### src/acrd_pkg.sv
// Shared constants and types for the adaptive cubature refinement decision block.
// No dependencies; imported by acrd_fpadd and adaptive_cubature_refine_decision.
`default_nettype none

package acrd_pkg;

    localparam int DIMS           = 3;
    localparam int MAX_COMPONENTS = 16;
    localparam int NCHILD         = 1 << DIMS;
    localparam int CHILD_W        = (DIMS > 0) ? DIMS : 1;
    localparam int COMP_W         = (MAX_COMPONENTS > 1) ? $clog2(MAX_COMPONENTS) : 1;
    localparam int COUNT_W        = $clog2(MAX_COMPONENTS + 1);

    localparam logic [1:0] REG_STEP_NUMBER     = 2'd0;
    localparam logic [1:0] REG_MINIMUM_STEPS   = 2'd1;
    localparam logic [1:0] REG_MAXIMUM_STEPS   = 2'd2;
    localparam logic [1:0] REG_COMPONENT_COUNT = 2'd3;

    localparam logic KIND_DECISION = 1'b0;
    localparam logic KIND_TOTAL    = 1'b1;

    localparam logic [63:0] DBL_POS_ZERO    = 64'h0000_0000_0000_0000;
    localparam logic [63:0] DBL_DEFAULT_NAN = 64'hFFF8_0000_0000_0000;

    typedef struct packed {
        logic start;
        logic sub;
    } add_req_t;

    // IEEE equality: NaN never equal, the two zeros equal.
    function automatic logic dbl_equal(input logic [63:0] a, input logic [63:0] b);
        logic a_nan;
        logic b_nan;
        a_nan = (a[62:52] == 11'h7FF) && (a[51:0] != 52'd0);
        b_nan = (b[62:52] == 11'h7FF) && (b[51:0] != 52'd0);
        return !a_nan && !b_nan && ((a == b) || ((a[62:0] == 63'd0) && (b[62:0] == 63'd0)));
    endfunction

endpackage

`default_nettype wire

### src/acrd_fpadd.sv
// Pipelined double precision adder/subtractor, round to nearest even.
// Depends on acrd_pkg for the request struct and NaN constant.
`default_nettype none

module acrd_fpadd
    import acrd_pkg::*;
(
    input  wire logic        clk,
    input  wire logic        rst_n,
    input  wire add_req_t    req,
    input  wire logic [63:0] a,
    input  wire logic [63:0] b,
    output logic             done,
    output logic [63:0]      result
);

    // Stage 1: special operands and alignment
    logic        a_nan, b_nan, a_inf, b_inf, sb_eff, a_big;
    logic        sp_hit;
    logic [63:0] sp_val;
    logic        sl, ss;
    logic [10:0] el, es, dexp;
    logic [52:0] ml, ms;
    logic [55:0] b_ext, b_sh, b_mask;
    logic        b_sticky;

    always_comb
    begin
        a_nan  = (a[62:52] == 11'h7FF) && (a[51:0] != 52'd0);
        b_nan  = (b[62:52] == 11'h7FF) && (b[51:0] != 52'd0);
        a_inf  = (a[62:52] == 11'h7FF) && (a[51:0] == 52'd0);
        b_inf  = (b[62:52] == 11'h7FF) && (b[51:0] == 52'd0);
        sb_eff = b[63] ^ req.sub;
        sp_hit = 1'b1;
        sp_val = DBL_DEFAULT_NAN;
        if (a_nan)
            sp_val = a | 64'h0008_0000_0000_0000;
        else if (b_nan)
            sp_val = b | 64'h0008_0000_0000_0000;
        else if (a_inf && b_inf && (a[63] != sb_eff))
            sp_val = DBL_DEFAULT_NAN;
        else if (a_inf)
            sp_val = a;
        else if (b_inf)
            sp_val = {sb_eff, b[62:0]};
        else
            sp_hit = 1'b0;

        a_big = (a[62:0] >= b[62:0]);
        if (a_big)
        begin
            sl = a[63];
            ss = sb_eff;
            el = (a[62:52] == 11'd0) ? 11'd1 : a[62:52];
            es = (b[62:52] == 11'd0) ? 11'd1 : b[62:52];
            ml = {(a[62:52] != 11'd0), a[51:0]};
            ms = {(b[62:52] != 11'd0), b[51:0]};
        end
        else
        begin
            sl = sb_eff;
            ss = a[63];
            el = (b[62:52] == 11'd0) ? 11'd1 : b[62:52];
            es = (a[62:52] == 11'd0) ? 11'd1 : a[62:52];
            ml = {(b[62:52] != 11'd0), b[51:0]};
            ms = {(a[62:52] != 11'd0), a[51:0]};
        end
        dexp   = el - es;
        b_ext  = {ms, 3'b000};
        b_mask = '0;
        if (dexp >= 11'd56)
        begin
            b_sh     = 56'd0;
            b_sticky = (ms != 53'd0);
        end
        else
        begin
            b_mask   = ~({56{1'b1}} << dexp[5:0]);
            b_sh     = b_ext >> dexp[5:0];
            b_sticky = ((b_ext & b_mask) != 56'd0);
        end
    end

    logic        s1_vld_reg, s2_vld_reg, s3_vld_reg, s4_vld_reg;
    logic        s1_sp_reg, s2_sp_reg, s3_sp_reg;
    logic [63:0] s1_spv_reg, s2_spv_reg, s3_spv_reg;
    logic        s1_sign_reg, s2_sign_reg, s3_sign_reg;
    logic        s1_subop_reg, s2_subop_reg;
    logic [11:0] s1_exp_reg, s2_exp_reg, s3_exp_reg;
    logic [55:0] s1_a_reg, s1_b_reg, s3_n_reg;
    logic [56:0] s2_sum_reg;
    logic        s3_zero_reg;
    logic [63:0] result_reg;

    // Stage 3: normalisation
    logic [5:0]  lzc;
    logic [11:0] nsh;
    logic [55:0] n_val;
    logic [11:0] n_exp;

    always_comb
    begin
        lzc = 6'd56;
        for (int i = 0; i < 56; i++)
        begin
            if (s2_sum_reg[i])
                lzc = 6'(55 - i);
        end
        if (s2_sum_reg[56])
        begin
            nsh   = 12'd0;
            n_val = {s2_sum_reg[56:2], |s2_sum_reg[1:0]};
            n_exp = s2_exp_reg + 12'd1;
        end
        else
        begin
            nsh   = ({6'd0, lzc} < (s2_exp_reg - 12'd1)) ? {6'd0, lzc}
                                                         : (s2_exp_reg - 12'd1);
            n_val = s2_sum_reg[55:0] << nsh[5:0];
            n_exp = s2_exp_reg - nsh;
        end
    end

    // Stage 4: rounding and packing
    logic        rnd_up;
    logic [53:0] m_r;
    logic [11:0] e_fin;
    logic [51:0] f_fin;
    logic [63:0] packed_val;

    always_comb
    begin
        rnd_up = s3_n_reg[2] && (s3_n_reg[1] || s3_n_reg[0] || s3_n_reg[3]);
        m_r    = {1'b0, s3_n_reg[55:3]} + {53'd0, rnd_up};
        if (m_r[53])
        begin
            e_fin = s3_exp_reg + 12'd1;
            f_fin = m_r[52:1];
        end
        else if (m_r[52])
        begin
            e_fin = s3_exp_reg;
            f_fin = m_r[51:0];
        end
        else
        begin
            e_fin = 12'd0;
            f_fin = m_r[51:0];
        end
        if (s3_sp_reg)
            packed_val = s3_spv_reg;
        else if (s3_zero_reg)
            packed_val = {s3_sign_reg, 63'd0};
        else if (e_fin >= 12'd2047)
            packed_val = {s3_sign_reg, 11'h7FF, 52'd0};
        else
            packed_val = {s3_sign_reg, e_fin[10:0], f_fin};
    end

    always_ff @(posedge clk or negedge rst_n)
    begin
        if (!rst_n)
        begin
            s1_vld_reg <= 1'b0;
            s2_vld_reg <= 1'b0;
            s3_vld_reg <= 1'b0;
            s4_vld_reg <= 1'b0;
        end
        else
        begin
            s1_vld_reg <= req.start;
            s2_vld_reg <= s1_vld_reg;
            s3_vld_reg <= s2_vld_reg;
            s4_vld_reg <= s3_vld_reg;
        end
    end

    always_ff @(posedge clk)
    begin
        s1_sp_reg    <= sp_hit;
        s1_spv_reg   <= sp_val;
        s1_sign_reg  <= sl;
        s1_subop_reg <= (sl != ss);
        s1_exp_reg   <= {1'b0, el};
        s1_a_reg     <= {ml, 3'b000};
        s1_b_reg     <= {b_sh[55:1], b_sh[0] | b_sticky};

        s2_sp_reg    <= s1_sp_reg;
        s2_spv_reg   <= s1_spv_reg;
        s2_sign_reg  <= s1_sign_reg;
        s2_subop_reg <= s1_subop_reg;
        s2_exp_reg   <= s1_exp_reg;
        s2_sum_reg   <= s1_subop_reg ? ({1'b0, s1_a_reg} - {1'b0, s1_b_reg})
                                     : ({1'b0, s1_a_reg} + {1'b0, s1_b_reg});

        s3_sp_reg    <= s2_sp_reg;
        s3_spv_reg   <= s2_spv_reg;
        // An exact cancellation gives positive zero; zeros of one sign keep it.
        s3_sign_reg  <= (s2_sum_reg == 57'd0 && s2_subop_reg) ? 1'b0 : s2_sign_reg;
        s3_zero_reg  <= (s2_sum_reg == 57'd0);
        s3_n_reg     <= n_val;
        s3_exp_reg   <= n_exp;

        result_reg   <= packed_val;
    end

    assign done   = s4_vld_reg;
    assign result = result_reg;

`ifndef SYNTHESIS
    a_no_overlap: assert property (@(posedge clk) disable iff (!rst_n)
        req.start |-> !s1_vld_reg && !s2_vld_reg && !s3_vld_reg)
        else $error("adder restarted while busy");
    a_latency: assert property (@(posedge clk) disable iff (!rst_n)
        req.start |-> ##4 done)
        else $error("adder result not on time");
    a_done_origin: assert property (@(posedge clk) disable iff (!rst_n)
        done |-> $past(req.start, 4))
        else $error("adder result without request");
`endif

endmodule

`default_nettype wire

### config.mk
export PLATFORM = sky130hd
export DESIGN_NAME = acrd_fpadd
export DESIGN_NICKNAME = d
export VERILOG_FILES = /design/src/acrd_pkg.sv /design/src/acrd_fpadd.sv
export SDC_FILE = /design/constraint.sdc
export NUM_CORES = 2
export LEC_CHECK = 0
export ABC_AREA = 0
export BUFFER_PORTS_ARGS = -buffer_cell sky130_fd_sc_hd__buf_2
export CAP_MARGIN = 5
export CORE_MARGIN = 2
export CORE_UTILIZATION = 55
export DETAILED_ROUTE_END_ITERATION = 6
export PLACE_DENSITY_LB_ADDON = 0.15
export SYNTH_ARGS = -nofsm -noshare
export SYNTH_HDL_FRONTEND = slang
export SYNTH_SLANG_ARGS = --single-unit
export TNS_END_PERCENT = 30
### constraint.sdc
create_clock -name clk -period 6.7 [get_ports clk]
set_clock_uncertainty 0.2 [all_clocks]
set_input_delay 1.34 -clock clk [delete_from_list [all_inputs] [get_ports clk]]
set_output_delay 1.34 -clock clk [all_outputs]
set_load 0.01 [all_outputs]
==> metrics.yaml <==
grt_overflow_total: 0
cts-hold-fix-buffers: 0
seqCellArea_um2: 10530
final_cell_mix: "518 x dfxtp_1, 451 x buf_4, 353 x mux2i_1"
drt-wirelength-per-cell_um: 27.61
placeableCoreArea_um2: 60360
path_clk_slew_ns: 0.07
status: "finished with violations"
cts.path.max_buffers: 3
maxCapViolCount: 0
hp-class: "flop to flop"
design_area_um2: 40500
placed_area_um2: 38620
violations: "design-rule violations"
top_layer: "met5"
final_common_cell: "dfxtp_1"
clock_tree.htree_level_count: 2
syn_inst: 3902
timing.critical_path.buf_inv: 6
reg2reg_depth: 22
vias: 34520
fp.dieArea_um2: 63070
wl_met1_um: 55350
worstPathArrival_ns: 6.86
drive_gt1_share_pct: 21.29
worstPathRequired_ns: 6.99
grt_pass1_wl_um: 207300
fin_ws_ns: 0.1288
async_flop_share_pct: 0.7619
startpoint_type: "primary input"
cp_slowest_cell: "a2111oi_4"
multi_input_area_um2: 21720
synth_cell_types: 101
io_buffers: 196
vias_per_cell: 6.603
finalSetupViolations: 0
hold_depth: 0
synth_warnings: 0
timing.fmax_mhz: 152.2
io_pins: 197
dr_wl_met2_um: 60560
peakVddDrop_mv: 0.2644
rows: 90
finalHoldViolCount: 0
slew_viol_final: 0
cts_tree: "done"
drc: 4
power.leakage_nw: 17.66
fillerInstances: 5079
dp_slack_ns: -0.4983
crit_cells: 28
p_per_area_nw_per_um2: 394.8
end_kind: "flop"
fin_crit_ns: 6.571
syn_area_per_cell_um2: 8.609
slowest_delay_ns: 0.50
drtIter0Drc: 4554
nets: 4736
cp_max_fo: 4
tightest_slew_ns: 1.157
path_delay_family: "compound AO/OA/AOI/OAI gates"
slew_headroom_pct: 22.04
synth_edf_count: 0
gp_congestion: 1.108
initial_core_util_pct: 55.66
grt_use_total_pct: 44.22
ant_nets: 0
cts-root-buf: "clkbuf_16"
criticalPathCategory: "primary input to flop"
synth_flop_cell: "dfxtp_1"
fp.dieH_um: 251.1
finalPower_mw: 15.99
synth-seq-cells: 525
wirelength_um: 144400
grt_pass1_vias: 32280
clock-sinks: 525
period_share_pct: 98.08
numCtsBuffers: 50
die_x_um: 251.1
syn-cell-area_um2: 33590
routed-wl-met3_um: 16820
areaGrowthSynthToFinish_pct: 20.56
yosysSeqAreaShare_pct: 31.35
grt_max_degree: 134
dpl.hpwl_um: 114000
clk_latency_ns: 0.65
antenna_found_initial: 14
dr.pass1.iters: 7
==> cell type report <==
| cell class | instances | share of cell area (%) |
|---|---|---|
| tap | 782 | 2.416 |
| timing repair buffer | 660 | 11.38 |
| clock buffer | 66 | 3.435 |
| antenna | 3 | 0.01854 |
| sequential | 525 | 26.01 |
| inverter | 236 | 2.243 |
| multi-input combinational | 2928 | 53.63 |
| clock inverter | 28 | 0.8681 |
==> metrics by stage <==
stage / utilization [%] / TNS [ns] / cells / hold WS [ns]
3_5_place_dp: 63.99 / -11.94 / 5129 / 0.1121
5_1_grt: 67.09 / -0.01023 / 5225 / 0.08278
4_1_cts: 66.88 / 0 / 5223 / 0.07355
2_1_floorplan: - / -2.276 / 3912 / 0.1096
6_report: 67.10 / 0 / 5228 / 0.09287
3_3_place_gp: 63.99 / -7.178 / 5129 / 0.1096
==> power breakdown <==
group | switching, mW | leakage [nW] | internal (mW)
clock network | 1.30 | 0.850 | 1.62
registers | 0.764 | 4.36 | 3.81
logic | 5.12 | 12.5 | 3.38
==> Yosys cell counts (13+ instances only) <==
library cell,count,area (um^2)
dfxtp_1,521,10430
mux2i_1,356,3563
nand2_1,316,1186
nor2_1,264,991.0
o21ai_0,250,1251
inv_1,233,874.6
a21oi_1,219,1096
ha_1,200,2502
clkbuf_1,148,555.5
a22o_1,89,779.5
nor3_1,83,415.4
nand3_1,82,410.4
xnor2_1,70,613.1
nor4_1,65,406.6
a211oi_1,64,480.5
nand4_1,56,350.3
mux4_2,51,1149
xor2_1,51,446.7
a21o_1,44,330.3
nand2b_1,42,262.8
o22ai_1,35,219.0
o211ai_1,32,240.2
a31oi_1,31,193.9
o31ai_1,31,232.7
buf_2,30,150.1
o21a_1,30,225.2
and3_1,28,175.2
buf_1,27,101.4
o21bai_1,27,202.7
a221oi_1,26,227.7
and2_1,26,162.7
o221ai_1,21,183.9
or3_1,21,131.4
mux2_2,20,225.2
nor2b_1,20,125.1
or2_2,18,112.6
a22oi_1,15,112.6
a2111oi_0,13,113.9
and4_1,13,113.9
==> worst paths after layout <==
path,from,to,slack (ns)
max,b[60],s1_b_reg[0],0.13
min,s2_spv_reg[33],s3_spv_reg[33],0.09
max reg2reg,s2_sum_reg[7],s3_n_reg[28],0.28
min reg2reg,s2_spv_reg[33],s3_spv_reg[33],0.09
max in group asynchronous,rst_n,done,5.89
min in group asynchronous,rst_n,s2_vld_reg,0.29
==> repair_timing <==
action / in CTS / in global routing
setup endpoints to repair: 0 / 14
setup buffers: 0 / 2
gates resized for setup: 0 / 26
==> routing by layer <==
| metal | up-vias | global-route usage, % |
|---|---|---|
| li1 | 15410 | - |
| met2 | 2349 | 66.46 |
| met4 | 10 | 28.95 |
| met1 | 16210 | 55.46 |
| met3 | 539 | 12.53 |
| met5 | - | 0 |
==> worst reg2reg max path, stage by stage, from the launching register on <==
cell and delay [ns]:
dfxtp_1 0.39, or4_1 0.53, o21ai_0 0.21, a21oi_1 0.11, o21ai_0 0.21, a31oi_1 0.13
o21ai_0 0.20, buf_4 0.18, ha_1 0.26, o21a_1 0.12, o21a_1 0.17, o211ai_1 0.21
nand2_1 0.13, nand2_1 0.09, a31o_2 0.24, mux2_2 0.28, buf_4 0.71, mux2i_1 0.41
o21ai_0 0.12, buf_4 0.21, mux2i_1 0.35, mux2i_1 0.12, o21ai_0 0.68
==> cells by family after synthesis <==
group	after synthesis	synth area share, %
adders and majority gates	204	7.658
other	1	0.01116
AOI/OAI and AO/OA	1090	22.04
buffers and inverters	459	5.550
and+or+nand+nor	1074	15.50
DFF	525	31.35
xor gates and xnor gates	121	3.155
muxes	428	14.74
(Power assumes the default switching activity.)
